`src/hw/rtl/rch_pkg.sv`:
```
package rch_pkg;

	localparam int MAX_BITS_DEF  = 5;
	localparam int ACC_WIDTH_DEF = 40;
	localparam int FIFO_DEPTH    = 2;

	// widest bin index over the whole MAX_BITS range (3 x 8)
	localparam int IDX_LIMIT_W = 24;
	localparam int AMT_W       = 16;
	localparam int BIN_VALUE_W = 40;
	localparam int READ_IDX_W  = 15;
	localparam int CFG_IDX_W   = 1;
	localparam int CFG_DATA_W  = 3;

	localparam logic [CFG_IDX_W-1:0] REG_BITS      = 1'b0;
	localparam logic [CFG_IDX_W-1:0] REG_WEIGHTING = 1'b1;

	localparam logic [1:0] WT_ALL    = 2'd0;
	localparam logic [1:0] WT_MASK   = 2'd1;
	localparam logic [1:0] WT_WEIGHT = 2'd2;

	localparam logic MODE_ACC  = 1'b0;
	localparam logic MODE_READ = 1'b1;

	typedef struct packed {
		logic                        mode;
		logic [7:0]                  red;
		logic [7:0]                  green;
		logic [7:0]                  blue;
		logic                        mask_bit;
		logic signed [AMT_W-1:0]     weight;
		logic [READ_IDX_W-1:0]       bin_index;
	} pixel_t;

	typedef struct packed {
		logic [READ_IDX_W-1:0]       read_index;
		logic signed [BIN_VALUE_W-1:0] bin_value;
		logic                        saturated;
	} result_t;

	typedef struct packed {
		logic                        rd;
		logic [IDX_LIMIT_W-1:0]      idx;
		logic signed [AMT_W-1:0]     amount;
	} cmd_t;

	typedef enum logic [1:0] {
		BK_CLEAR,
		BK_IDLE,
		BK_UPDATE
	} back_state_t;

endpackage

```
`src/hw/rtl/rch_front.sv`:
```
module rch_front
	import rch_pkg::*;
#(
	parameter int MAX_BITS = MAX_BITS_DEF
) (
	input  logic                  clk,
	input  logic                  arst_n,
	input  logic                  push,
	input  pixel_t                pixel,
	output logic                  full,
	input  logic                  cfg_valid,
	output logic                  cfg_ready,
	input  logic [CFG_IDX_W-1:0]  cfg_index,
	input  logic [CFG_DATA_W-1:0] cfg_data,
	input  logic                  cmd_full,
	input  logic                  clearing,
	output logic                  cmd_push,
	output cmd_t                  cmd
);

	logic [2:0] bits_q;
	logic [1:0] wt_q;
	logic [3:0] eff_bits;
	logic [3:0] shift;
	logic [7:0] r_q8;
	logic [7:0] g_q8;
	logic [7:0] b_q8;
	logic [IDX_LIMIT_W-1:0] pix_idx;
	logic       cmd_valid;

	assign cfg_ready = 1'b1;
	assign full      = cmd_full | clearing;
	assign cmd_push  = push & ~full & cmd_valid;

	always_ff @(posedge clk or negedge arst_n) begin
		if (!arst_n) begin
			bits_q <= 3'd4;
			wt_q   <= WT_ALL;
		end else if (cfg_valid && cfg_ready) begin
			case (cfg_index)
				REG_BITS:      bits_q <= cfg_data[2:0];
				REG_WEIGHTING: wt_q   <= cfg_data[1:0];
				default: ;
			endcase
		end
	end

	always_comb begin
		if (bits_q == 3'd0)                   eff_bits = 4'd1;
		else if (4'(bits_q) > 4'(MAX_BITS))  eff_bits = 4'(MAX_BITS);
		else                                 eff_bits = 4'(bits_q);
		shift   = 4'd8 - eff_bits;
		r_q8    = pixel.red >> shift;
		g_q8    = pixel.green >> shift;
		b_q8    = pixel.blue >> shift;
		pix_idx = IDX_LIMIT_W'(r_q8) | (IDX_LIMIT_W'(g_q8) << eff_bits)
			| (IDX_LIMIT_W'(b_q8) << {eff_bits, 1'b0});
	end

	always_comb begin
		cmd_valid  = 1'b0;
		cmd.rd     = 1'b0;
		cmd.idx    = pix_idx;
		cmd.amount = AMT_W'(1);
		if (pixel.mode == MODE_READ) begin
			cmd_valid = 1'b1;
			cmd.rd    = 1'b1;
			cmd.idx   = IDX_LIMIT_W'(pixel.bin_index);
		end else begin
			case (wt_q)
				WT_ALL:    cmd_valid = 1'b1;
				WT_MASK:   cmd_valid = pixel.mask_bit;
				WT_WEIGHT: begin
					cmd_valid  = 1'b1;
					cmd.amount = pixel.weight;
				end
				default:   cmd_valid = 1'b0;
			endcase
		end
	end

endmodule

```
`config.mk`:
```
export PLATFORM = sky130hd
export DESIGN_NAME = rch_front
export DESIGN_NICKNAME = d
export VERILOG_FILES = /design/src/hw/rtl/rch_pkg.sv /design/src/hw/rtl/rch_front.sv
export SDC_FILE = /design/constraint.sdc
export NUM_CORES = 1
export LEC_CHECK = 0
export BUFFER_PORTS_ARGS = -buffer_cell sky130_fd_sc_hd__buf_4
export CORE_UTILIZATION = 45
export DETAILED_ROUTE_END_ITERATION = 16
export GPL_ROUTABILITY_DRIVEN = 0
export PLACE_DENSITY = 0.81
export SKIP_LAST_GASP = 1
export SLEW_MARGIN = 15
export SYNTH_ARGS = -nofsm -noshare
export SYNTH_HDL_FRONTEND = slang
export SYNTH_SLANG_ARGS = --single-unit
```
`constraint.sdc`:
```
create_clock -name clk -period 4 [get_ports clk]
set_clock_uncertainty 0.05 [all_clocks]
set_input_delay 0.6 -clock clk [delete_from_list [all_inputs] [get_ports clk]]
set_output_delay 0.6 -clock clk [all_outputs]
set_load 0.05 [all_outputs]
```
# Yosys cells after proc, flatten, opt, wreduce, memory -nomap -nowiden
# Cells that the tools add are included.
dict set report totals {
  ff_bits 5
  inputBits 67
  output_inout_bits 44
}
dict set report op_classes {
  addsub 1
  order_cmp 1
  eq_ne 2
  shift 5
  n_mux 7
  bitwise_logic 7
  n_reduce_logical 5
}
# cell n
set ops {}
lappend ops {{2-to-1 mux 16 bit} 2}
lappend ops {{2-to-1 mux 25 bit} 1}
lappend ops {{OR 24 bit} 1}
lappend ops {{OR 8 x 24 -> 24 bit} 1}
lappend ops {{left shift 8 x 4 -> 24 bit} 1}
lappend ops {{left shift 8 x 5 -> 24 bit} 1}
lappend ops {{right shift 8 x 4 -> 8 bit} 3}
lappend ops {{2-to-1 mux 3 bit} 2}
lappend ops {{AND reduction 2 bit} 2}
lappend ops {{subtractor 4 bit, first input constant} 1}
lappend ops {{> comparator 3 bit, second input constant} 1}
lappend ops {{zero test 3 bit} 1}
lappend ops {{bitwise AND 1 bit} 2}
lappend ops {{equality test 2 x 1 -> 1 bit, second input constant} 1}
lappend ops {{equality test 2 bit, second input constant} 1}
lappend ops {{zero test 2 bit} 1}
lappend ops {{inverter 1 bit} 2}
lappend ops {{one-hot mux 1 bit (2 select lines)} 1}
lappend ops {{OR reduction 2 bit} 1}
lappend ops {{2-to-1 mux 1 bit} 1}
lappend ops {{OR 1 bit} 1}

# Depth between registers and ports, before layout
dict set report depth {
  word_depth 9
  mapped_depth 17
}

# Worst setup path after synthesis
# No wires, ideal clock.
dict set report synth_path {
  path_type {flip-flop to output port}
  from {reg bits_q[1]}
  to {out cmd[25] (netlist bit)}
  arrival_time_ns 3.892
  required_time_ns 3.350
  path_slack_ns -0.542
  stages_incl_launch_ff 16
  path_buffers 6
  path_cell_list {dfrtp_1 -> buf_6 -> nand2b_2 -> a21o_4 -> clkinv_2 -> buf_6 -> buf_6 -> ha_1 -> buf_6 -> xor2_2 -> buf_2 -> buf_2 -> o211ai_1 -> nand2_1 -> a21boi_0 -> a311oi_1}
}
# item line_no
set synth_lines {}
lappend synth_lines {{start, declared} rch_front.sv:21} ;# logic [2:0] bits_q;
lappend synth_lines {{start signal, assigned} rch_front.sv:41} ;# REG_BITS: bits_q <= cfg_data[2:0];
lappend synth_lines {{end, declared} rch_front.sv:18} ;# output cmd_t cmd

==> impl_metrics.py <==
metrics = {
    "logic_synthesis": {
        "yosysTopAreaCellShare_pct": 8.09,
        "avgSynthCellArea_um2": 6.76,
        "ys_warn_count": 0,
        "syn_area_um2": 2040,
        "ys_ff_latch": 5,
        "async_flop_share_pct": 100,
        "ys_types": 70,
        "synth_edf_count": 0,
        "yosysSeqAreaShare_pct": 6.19,
        "synth_largest_area_cell": "nand2_1",
        "netlist_top_cells_area": "nand2_1, mux2i_1, mux2_2",
        "syn_inst": 302,
        "synthFlopType": "dfrtp_1",
    },
    "sta": {
        "grt_setup_unrepaired": "true",
        "tns_ns": 0,
        "fin_ws_ns": 0.0711,
        "period_share_pct": 98.2,
        "period_needed_ns": 3.93,
        "hold_viol_final": 0,
        "drv_slew": 0,
        "finalSetupViolCount": 0,
        "fmax_ghz": 0.255,
        "hold_slack_ns": 0.116,
    },
    "grt": {
        "grt_pass1_vias": 2551,
        "grt_pass1_wl_um": 12300,
        "grtUsageTotal_pct": 30.7,
        "grt_max_degree": 27,
        "grt_overflow_total": 0,
        "antenna_found_initial": 0,
    },
    "clock_network": {
        "cts_tree": "done",
        "clock_latency_ns": 0.22,
        "cts.clk_slew.worst_paths_ns": 0.04,
        "cts_inserted_buffers": 3,
        "cts.htree.levels": 1,
        "clock-sinks": 5,
        "cts.path.max_buffers": 2,
        "clock-root-buffer": "clkbuf_8",
    },
    "worst_setup_path": {
        "reg2reg_depth": 4,
        "crit_slowest_cell": "dfstp_2",
        "cp.arrival_ns": 3.28,
        "required_ns": 3.35,
        "slowest_delay_ns": 0.55,
        "critical_path_class": "flop to output port",
        "path_max_fanout": 8,
        "worst_path_most_repeated_cell": "buf_4",
        "start_kind": "flop",
        "r2r_slack_ns": 2.62,
        "worstPathCellList": "buf_4 -> nand2b_2 -> a21o_4 -> clkinv_2 -> ha_4 -> or3b_4 -> a21oi_4 -> a22o_1 -> a221oi_2 -> a22oi_1 -> a31o_1 -> a221o_1 -> buf_4",
        "end_kind": "output port",
    },
    "layout": {
        "multi_input_area_um2": 1780,
        "fin_nets": 469,
        "regArea_um2": 126,
        "antennaDiodeCount": 0,
        "fillers": 396,
        "drive_gt1_share_pct": 42.0,
        "syn2layout_area_growth_pct": 45.7,
        "instances_no_fill": 452,
    },
    "floorplan": {
        "initial_core_util_pct": 46.9,
        "num_rows": 24,
        "core-area_um2": 4350,
        "die_w_um": 69.3,
        "ios": 111,
        "fp.dieH_um": 69.3,
        "die-area_um2": 4810,
    },
    "power_and_ir_drop": {
        "power_mw": 1.15,
        "power.density_cell_area_nw_per_um2": 388,
        "vdd_drop_max_v": 0.000175,
        "p_leak_nw": 1.36,
    },
    "placement": {
        "dp.cells": 445,
        "hpwl_um": 5970,
        "pre_cts_ws_ns": 0.198,
        "port-buffer-count": 102,
    },
    "status": {
        "outcome": "finished, final reports clean",
    },
    "drt": {
        "drtIter0Drc": 354,
        "ant_nets": 0,
        "routed_via_density": 6.25,
        "route.detailed.drc": 0,
        "drt_pass1_iterations": 8,
        "routed_wl_um": 7630,
        "num_vias": 2824,
        "wl_per_cell_um": 16.9,
    },
    "hold_path": {
        "hold_class": "input pin to async pin",
    },
    "flow_run": {
        "cap_violations": 0,
    },
}
[layout make-up]
type,count,share of cell area [%]
clock buffer,4,1.52
inverter,11,1.52
multi-input combinational,259,60.0
sequential,5,4.25
tap,52,2.19
timing repair buffer,121,30.6
[Yosys cell counts, types with 4 or more instances]
cell	number
or2_2	4
mux2_2	11
clkbuf_1	10
and2_1	16
o22ai_1	6
mux2i_1	13
a21oi_1	19
nand2b_1	6
nand3_1	9
buf_6	5
buf_2	7
nand2_1	44
nor2_1	19
dfrtp_1	4
inv_1	8
buf_4	10
o21ai_0	19
a31oi_1	11
o211ai_1	5
[timing repair]
item | in CTS | in global routing
hold buffers | 0 | 0
hold endpoints to repair | 0 | 0
endpoints found under the setup margin | 3 | 9
gates resized for setup | 1 | 11
gates cloned | 0 | 0
buffers inserted | 0 | 3
pin swaps | 0 | 1
[through the flow]
stage          cell area [um^2]  util, %
3_5_place_dp               2840     65.2
3_3_place_gp               2840     65.2
2_1_floorplan              2100        -
4_1_cts                    2890     66.3
6_report                   2970     68.3
5_1_grt                    2970     68.3
[power breakdown]
part	internal, mW	total [mW]	leakage, nW	switching, mW
registers	0.0591	0.0663	0.0580	0.00722
clock network	0.0687	0.0974	0.0228	0.0286
logic	0.370	0.989	1.28	0.619
[sequential cells by signal, indices dropped and copies added (netlist names)]
name	count
bits_q	3
wt_q	2
[cells in the final DEF (no fill, tap or decap), types with 8 or more instances in the layout]
cell type and instances:
buf_4 121, nand2_1 44, nor2_1 18, a21oi_1 17
and2_1 16, o21ai_0 16, mux2i_1 13, mux2_2 11
a31oi_1 10, nand3_1 9, inv_1 8, conb_1 8
[layer usage]
layer / global-route usage, % / part of all wire (%) / vias up
li1: - / - / 1291
met1: 39.8 / 37 / 1270
met2: 50.6 / 47 / 235
met3: 5.23 / 12 / 28
met4: 12.0 / 2.9 / 0
met5: 0 / 0 / -
[logic make-up (layout without fill, tap and decap cells)]
group	after synthesis	after routing	synth area share (%)
other	2	8	0.368
adder cells (fa/ha/maj)	1	1	0.613
buffers and inverters	44	136	12.3
multiplexers	25	25	13.5
XOR/XNOR	2	2	1.23
AO/OA/AOI/OAI	101	101	34.9
flip-flops	5	5	6.19
AND/OR/NAND/NOR	122	122	30.9
[worst paths after layout]
path,startpoint,end
worst max-delay path,bits_q[2],cmd[18]
worst min-delay path,arst_n,bits_q[0]
worst max register to register,bits_q[2],bits_q[2]
worst min register to register,wt_q[0],wt_q[0]
max in group asynchronous,arst_n,bits_q[2]
min in group clk,wt_q[0],wt_q[0]
[critical path: cells and delay by family (launching register included)]
kind	cells	cell delay (ns)
flip-flops	1	0.55
AO/OA/AOI/OAI	7	1.65
buffers and inverters	3	0.37
adder cells (fa/ha/maj)	1	0.19
AND/OR/NAND/NOR	2	0.27
(Power assumes the default switching activity.)
