<file path="src/hw/rtl/rch_pkg.sv">
package rch_pkg;

	localparam int MAX_BITS_DEF  = 5;
	localparam int ACC_WIDTH_DEF = 40;
	localparam int FIFO_DEPTH    = 2;

	// widest bin index over the whole MAX_BITS range (3 x 8)
	localparam int IDX_LIMIT_W = 24;
	localparam int AMT_W       = 16;
	localparam int BIN_VALUE_W = 40;
	localparam int READ_IDX_W  = 15;
	localparam int CFG_IDX_W   = 1;
	localparam int CFG_DATA_W  = 3;

	localparam logic [CFG_IDX_W-1:0] REG_BITS      = 1'b0;
	localparam logic [CFG_IDX_W-1:0] REG_WEIGHTING = 1'b1;

	localparam logic [1:0] WT_ALL    = 2'd0;
	localparam logic [1:0] WT_MASK   = 2'd1;
	localparam logic [1:0] WT_WEIGHT = 2'd2;

	localparam logic MODE_ACC  = 1'b0;
	localparam logic MODE_READ = 1'b1;

	typedef struct packed {
		logic                        mode;
		logic [7:0]                  red;
		logic [7:0]                  green;
		logic [7:0]                  blue;
		logic                        mask_bit;
		logic signed [AMT_W-1:0]     weight;
		logic [READ_IDX_W-1:0]       bin_index;
	} pixel_t;

	typedef struct packed {
		logic [READ_IDX_W-1:0]       read_index;
		logic signed [BIN_VALUE_W-1:0] bin_value;
		logic                        saturated;
	} result_t;

	typedef struct packed {
		logic                        rd;
		logic [IDX_LIMIT_W-1:0]      idx;
		logic signed [AMT_W-1:0]     amount;
	} cmd_t;

	typedef enum logic [1:0] {
		BK_CLEAR,
		BK_IDLE,
		BK_UPDATE
	} back_state_t;

endpackage

</file>
<file path="src/hw/rtl/rch_fifo.sv">
module rch_fifo
	import rch_pkg::*;
#(
	parameter type T     = logic,
	parameter int  DEPTH = FIFO_DEPTH
) (
	input  logic clk,
	input  logic arst_n,
	input  logic push,
	input  T     din,
	output logic full,
	input  logic pop,
	output T     dout,
	output logic empty
);

	// DEPTH must be a power of two, at least 2
	localparam int AW = $clog2(DEPTH);

	T              mem_q [DEPTH];
	logic [AW-1:0] wr_ptr_q;
	logic [AW-1:0] rd_ptr_q;
	logic [AW:0]   count_q;
	logic          do_push;
	logic          do_pop;

	assign full    = (count_q == (AW+1)'(DEPTH));
	assign empty   = (count_q == '0);
	assign do_push = push & ~full;
	assign do_pop  = pop & ~empty;
	assign dout    = mem_q[rd_ptr_q];

	always_ff @(posedge clk or negedge arst_n) begin
		if (!arst_n) begin
			wr_ptr_q <= '0;
			rd_ptr_q <= '0;
			count_q  <= '0;
		end else begin
			if (do_push) wr_ptr_q <= wr_ptr_q + 1'b1;
			if (do_pop)  rd_ptr_q <= rd_ptr_q + 1'b1;
			if (do_push && !do_pop)      count_q <= count_q + 1'b1;
			else if (!do_push && do_pop) count_q <= count_q - 1'b1;
		end
	end

	always_ff @(posedge clk) begin
		if (do_push) mem_q[wr_ptr_q] <= din;
	end

endmodule

</file>
<file path="config.mk">
export PLATFORM = sky130hd
export DESIGN_NAME = rch_fifo
export DESIGN_NICKNAME = d
export VERILOG_FILES = /design/src/hw/rtl/rch_pkg.sv /design/src/hw/rtl/rch_fifo.sv
export SDC_FILE = /design/constraint.sdc
export NUM_CORES = 1
export LEC_CHECK = 0
export BUFFER_PORTS_ARGS = -buffer_cell sky130_fd_sc_hd__buf_2
export CELL_PAD_IN_SITES_DETAIL_PLACEMENT = 0
export CELL_PAD_IN_SITES_GLOBAL_PLACEMENT = 1
export CORE_AREA = 2 2 39 41
export CTS_BUF_LIST = sky130_fd_sc_hd__clkbuf_4
export DETAILED_ROUTE_END_ITERATION = 16
export DIE_AREA = 0 0 41 43
export PLACE_DENSITY = 0.58
export SLEW_MARGIN = 20
export SYNTH_ARGS = -nofsm -noshare
export SYNTH_HDL_FRONTEND = slang
export SYNTH_SLANG_ARGS = --single-unit
</file>
<file path="constraint.sdc">
create_clock -name clk -period 2.3 [get_ports clk]
set_input_delay 0.46 -clock clk [delete_from_list [all_inputs] [get_ports clk]]
set_output_delay 0.46 -clock clk [all_outputs]
set_load 0.01 [all_outputs]
</file>
After elaboration in Yosys (flattened, before gate mapping)
Memory sizes are Yosys's and may differ from the RTL's.
Index checks and enable logic that the tools add are counted.
{"block": "word_totals", "romBits": 0, "mem_count": 1, "ff_bits": 4, "input_bits": 5, "mem_bits_rw": 2, "elab_cells": 23, "latchBits": 0}
{"block": "classes", "eq_ne": 1, "muxes": 4, "div_mod_pow": 0, "n_bitwise": 4, "add_sub_neg": 4, "n_lt_le_gt_ge": 0, "n_shift": 0, "multipliers": 0, "n_reduce_logical": 6}
{"name": "mem_q", "words": 2, "width": 1, "rd": 1, "rd_clocked_by_memory_dff": 0, "write_ports": 1, "line_no": "rch_fifo.sv:20", "source": "T mem_q [DEPTH];"}
{"cell": "two-way mux 2 bit", "n": 2}
{"cell": "adder 1 bit, second input constant", "n": 2}
{"cell": "adder 2 x 1 -> 2 bit, second input constant", "n": 1}
{"cell": "bitwise AND 1 bit", "n": 2}
{"cell": "== test 2 bit, second input constant", "n": 1}
{"cell": "logical AND 1 bit", "n": 2}
{"cell": "logical NOT 1 bit", "n": 2}
{"cell": "logical NOT 2 bit", "n": 1}
{"cell": "two-way mux 1 bit", "n": 2}
{"cell": "inverter 1 bit", "n": 2}
{"cell": "nonzero test 2 bit", "n": 1}
{"cell": "subtractor 2 x 1 -> 2 bit, second input constant", "n": 1}

Logic depth before layout (Yosys ltp)
{"block": "depth", "word_depth": 7, "depth_mapped": 7, "depth_no_buf": 7}

Worst setup path after synthesis
Ideal clock, no wire load.
{"block": "synth_path", "path_type": "register to register", "startpoint": "reg count_q[0]", "endpoint": "reg count_q[1]", "path_buffers": 0, "slack_ps": 921, "period_less_slack_ps": 1379, "t_arrival_ps": 1300, "t_required_ps": 2221, "path_stages_with_launch": 7, "setup_ps": 79, "path_cell_list": "dfrtp_1 -> nand2b_1 -> nand2_1 -> inv_1 -> ha_1 -> nor2_1 -> xor2_1"}
{"block": "synth_via", "elab_chain_cells": 6}
{"item": "from (decl)", "line_no": "rch_fifo.sv:23", "source": "logic [AW:0] count_q;"}
{"item": "from (signal assigned)", "line_no": "rch_fifo.sv:41", "source": "if (do_push && !do_pop) count_q <= count_q + 1'b1;"}
{"item": "from (signal assigned)", "line_no": "rch_fifo.sv:42", "source": "else if (!do_push && do_pop) count_q <= count_q - 1'b1;"}
{"item": "== test 2 bit (*)", "line_no": "rch_fifo.sv:27", "source": "assign full = (count_q == (AW+1)'(DEPTH));"}
{"item": "inverter 1 bit (*)", "line_no": "rch_fifo.sv:29", "source": "assign do_push = push & ~full;"}
{"item": "bitwise AND 1 bit (*)", "line_no": "rch_fifo.sv:29"}
{"item": "net do_push", "line_no": "rch_fifo.sv:24", "source": "logic do_push;"}
{"item": "logical NOT 1 bit", "line_no": "rch_fifo.sv:42"}
{"item": "logical AND 1 bit", "line_no": "rch_fifo.sv:42"}
{"item": "nonzero test 2 bit (no source line)"}
Mark *: on every way through the listed nets, which the timed path passes. The rest lies on a longest branch. The select of a mux whose other input is x is not followed.
A chain may end at the register's enable or synchronous reset.

Worst setup path after layout
{"block": "layout_path", "startpoint": "reg rd_ptr_q", "endpoint": "out dout"}
{"block": "layout_via", "elab_chain_cells": 1}
{"item": "from (decl)", "line_no": "rch_fifo.sv:22", "source": "logic [AW-1:0] rd_ptr_q;"}
{"item": "from (signal assigned)", "line_no": "rch_fifo.sv:40", "source": "if (do_pop) rd_ptr_q <= rd_ptr_q + 1'b1;"}
{"item": "memory read (2 x 1 bit)"}
{"item": "to (decl)", "line_no": "rch_fifo.sv:13", "source": "output T dout,"}
Every way passes these cells.

==> summary.md <==
| Metric | Value |
|---|---|
| Run status | `finished, final reports clean` |
| Pwr Density | `1380 mW/mm²` |
| Final-report setup violation count | `0` |
| CP Cell Sequence | `mux2_2 > buf_2` |
| Die Footprint | `between 0.0015 and 0.002 mm²` |
| Setup WS pre-CTS | `818 ps` |
| Vias per cell | `3.86` |
| Flops & latches, synth | `6` |
| GP Congestion | `approximately 0.60` |
| Combinational family with the most area after synthesis | `XOR/XNOR gates` |
| Syn Nets | `28` |
| Routed Antenna Nets | `0` |
| Dpl hpwl | `368 µm` |
| Std cell rows | `14` |
| Pwr Total | `501 µW` |
| Setup ws final | `732 ps` |
| Tmin final | `1570 ps` |
| Largest net degree at the start of global routing | `6` |
| Final net count | `41` |
| Compound-cell area share of the yosys netlist | `1.87%` |
| Rel. slew slack | `86.7%` |
| RSZ-0062 raised after global routing | `false` |
| Die H | `43 µm` |
| M1 GR Usage | `7.21%` |
| Drt first-iter violations | `1` |
| Wirelength, routed | `460 µm` |
| Hold WC Path Type | `in -> reg` |
| Worst-path clk slew | `~50 ps` |
| Clock Sink Count | `6` |
| Yosys top cell area share | `37.4%` |
| Multiplexer share of the synthesized area | `4.21%` |
| Skew-Pair Late Insertion Delay | `250 ps` |
| Design Area, Final | `363 µm²` |
| Synth Area in Adders | `~4.7%` |
| Clock Root Buffer | `clkbuf_4` |
| Sequential fraction of the synthesis area | `59.8%` |
| DRC violations left | `0` |
| Worst Path Max Fanout | `2` |
| Global-route wire length before repair | `approximately 790 µm` |
| Critical-path top delay cell | `dfrtp_1` |
| I/O Buffers | `7` |
| Slew Limit Fails | `0` |
| Fin Setup TNS | `0 ps` |
| Area leader, netlist | `dfrtp_1` |
| CP Launch Type | `flip-flop` |
| Crit path arrival time | `1110 ps` |
| Final period util | `68.2%` |
| WL/cell | `roughly 9 µm` |
| Initial core utilization | `19.3%` |
| Top cells by area, synth | `dfrtp_1, edfxtp_1, xnor2_1` |
| Worst Setup End Kind | `primary output` |
| Num CTS Buffers | `3` |
| Vias in the first global route | `210` |
| Max Cap Violations | `0` |
| Pleak | `0.000178 µW` |
| Syn Std Cell Area | `268 µm²` |
| CP max stage delay | `around 380 ps` |
| CORE AREA | `0.00138 mm²` |
| GRT Max-Usage Layer | `met2` |
| Grt total ovfl | `0` |
| CTS tree | `built` |
| Worst-Margin Slew | `198 ps` |
| Synth cell types | `12` |
| Post-Synth XOR/XNOR Area | `between 10% and 20%` |
| GR Layer Usage met2 | `roughly a tenth` |
| Simple-gate area share of the yosys netlist | `10.3%` |
| Syn Area/Cell | `12.2 µm²` |
| Initial antenna violation count | `0` |
| Hold Violations, Final | `0` |
| Critical path class | `reg -> out` |
| Layout Skew | `a little under 10 ps` |
| Bufs on Longest Clock Path | `2` |
| Dpl cell area | `323 µm²` |
| Met3 Use GR | `7.85%` |
| Flop2flop setup slack | `810 ps` |
| Post-layout util | `26.2%` |
| Yosys warns | `0` |
| N_diodes | `0` |
| GR Util All Layers | `7.27%` |
| P&R area growth vs syn | `35.5%` |
| Pre-Repair DR Iteration Count | `4` |
| H-tree levels | `1` |
| WP data required | `1840 ps` |
| Share of cells above drive strength 1 | `between 30% and 40%` |
| Fill cells | `149` |
| VDD IR max | `0.470 mV` |
| CTS resizes | `0` |
| Die X | `around 41 µm` |
| Vias | `around 190` |
| Fmax | `638 MHz` |
| IO Count | `8` |
| Syn Inst Count | `22` |
==> registers in the layout, indices dropped and copies added (netlist names) <==
register and flops:
count_q 2, mem_q 2, rd_ptr_q 1, wr_ptr_q 1
==> cell families (layout without fill, tap and decap cells) <==
logic type | count (synthesis) | count (layout)
AOI/OAI and AO/OA | 1 | 1
xor gates and xnor gates | 5 | 5
adders and majority gates | 1 | 1
buffers and inverters | 2 | 14
DFF | 6 | 6
muxes | 1 | 1
and+or+nand+nor | 6 | 6
==> cell type report <==
| class | instances | area, µm² | area share [%] |
|---|---|---|---|
| flip-flops and latches | 6 | 160 | 44.1 |
| multi-input cells | 14 | 100 | 27.6 |
| repair buffers | 8 | 45.0 | 12.4 |
| clock buffers | 4 | 30.0 | 8.28 |
| well taps | 16 | 20.0 | 5.52 |
| inverters | 2 | 7.51 | 2.07 |
==> repair_timing <==
item | in CTS | in global routing
hold buffers | 1 | 0
setup buffers | 0 | 0
hold endpoints to repair | 1 | 0
==> per-layer routing <==
metal,wire [µm],vias to the layer above
met5,0,-
met3,69,0
met2,186,11
met1,203,87
met4,0,0
li1,-,95
==> worst max-delay path, delay by kind of cell, from the launching register on <==
kind | cells | cell delay, ps
flops | 1 | 380
buf+inv | 1 | 140
mux | 1 | 340
==> per-stage QoR <==
step           std cells  hold WS [ps]
2_1_floorplan         22           164
3_3_place_gp          45           266
3_5_place_dp          45           270
4_1_cts               50           394
5_1_grt               50           394
6_report              50           405
==> worst paths after layout <==
kind | start | cells past startpoint | endpoint
setup / recovery | rd_ptr_q | 2 | dout
hold / removal | din | 1 | mem_q[0]
setup reg to reg | count_q[0] | 7 | count_q[1]
hold reg to reg | wr_ptr_q | 1 | wr_ptr_q
max in group asynchronous | arst_n | 2 | count_q[0]
min in group asynchronous | arst_n | 2 | rd_ptr_q
==> cell usage after synthesis (all sizes together) <==
cell type and count:
mux2 1, nor2 3, ha 1, and3 1, inv 2, dfrtp 4
nand2b 1, nand2 1, edfxtp 2, xnor2 3, o21ai 1, xor2 2
==> power breakdown <==
group | switching (µW) | internal (µW)
logic | 83.4 | 95.4
registers | 41.7 | 160
clock network | 42.1 | 77.7
total | 167 | 333
==> cell usage in the layout, fill, tap and decap left out <==
cell type      n
and3_1         1
buf_2          7
clkbuf_4       4
dfrtp_1        4
dlygate4sd3_1  1
edfxtp_1       2
ha_1           1
inv_1          2
mux2_2         1
nand2_1        1
nand2b_1       1
nor2_1         3
o21ai_1        1
xnor2_1        3
xor2_1         2
Power figures use the tool's default switching activity.
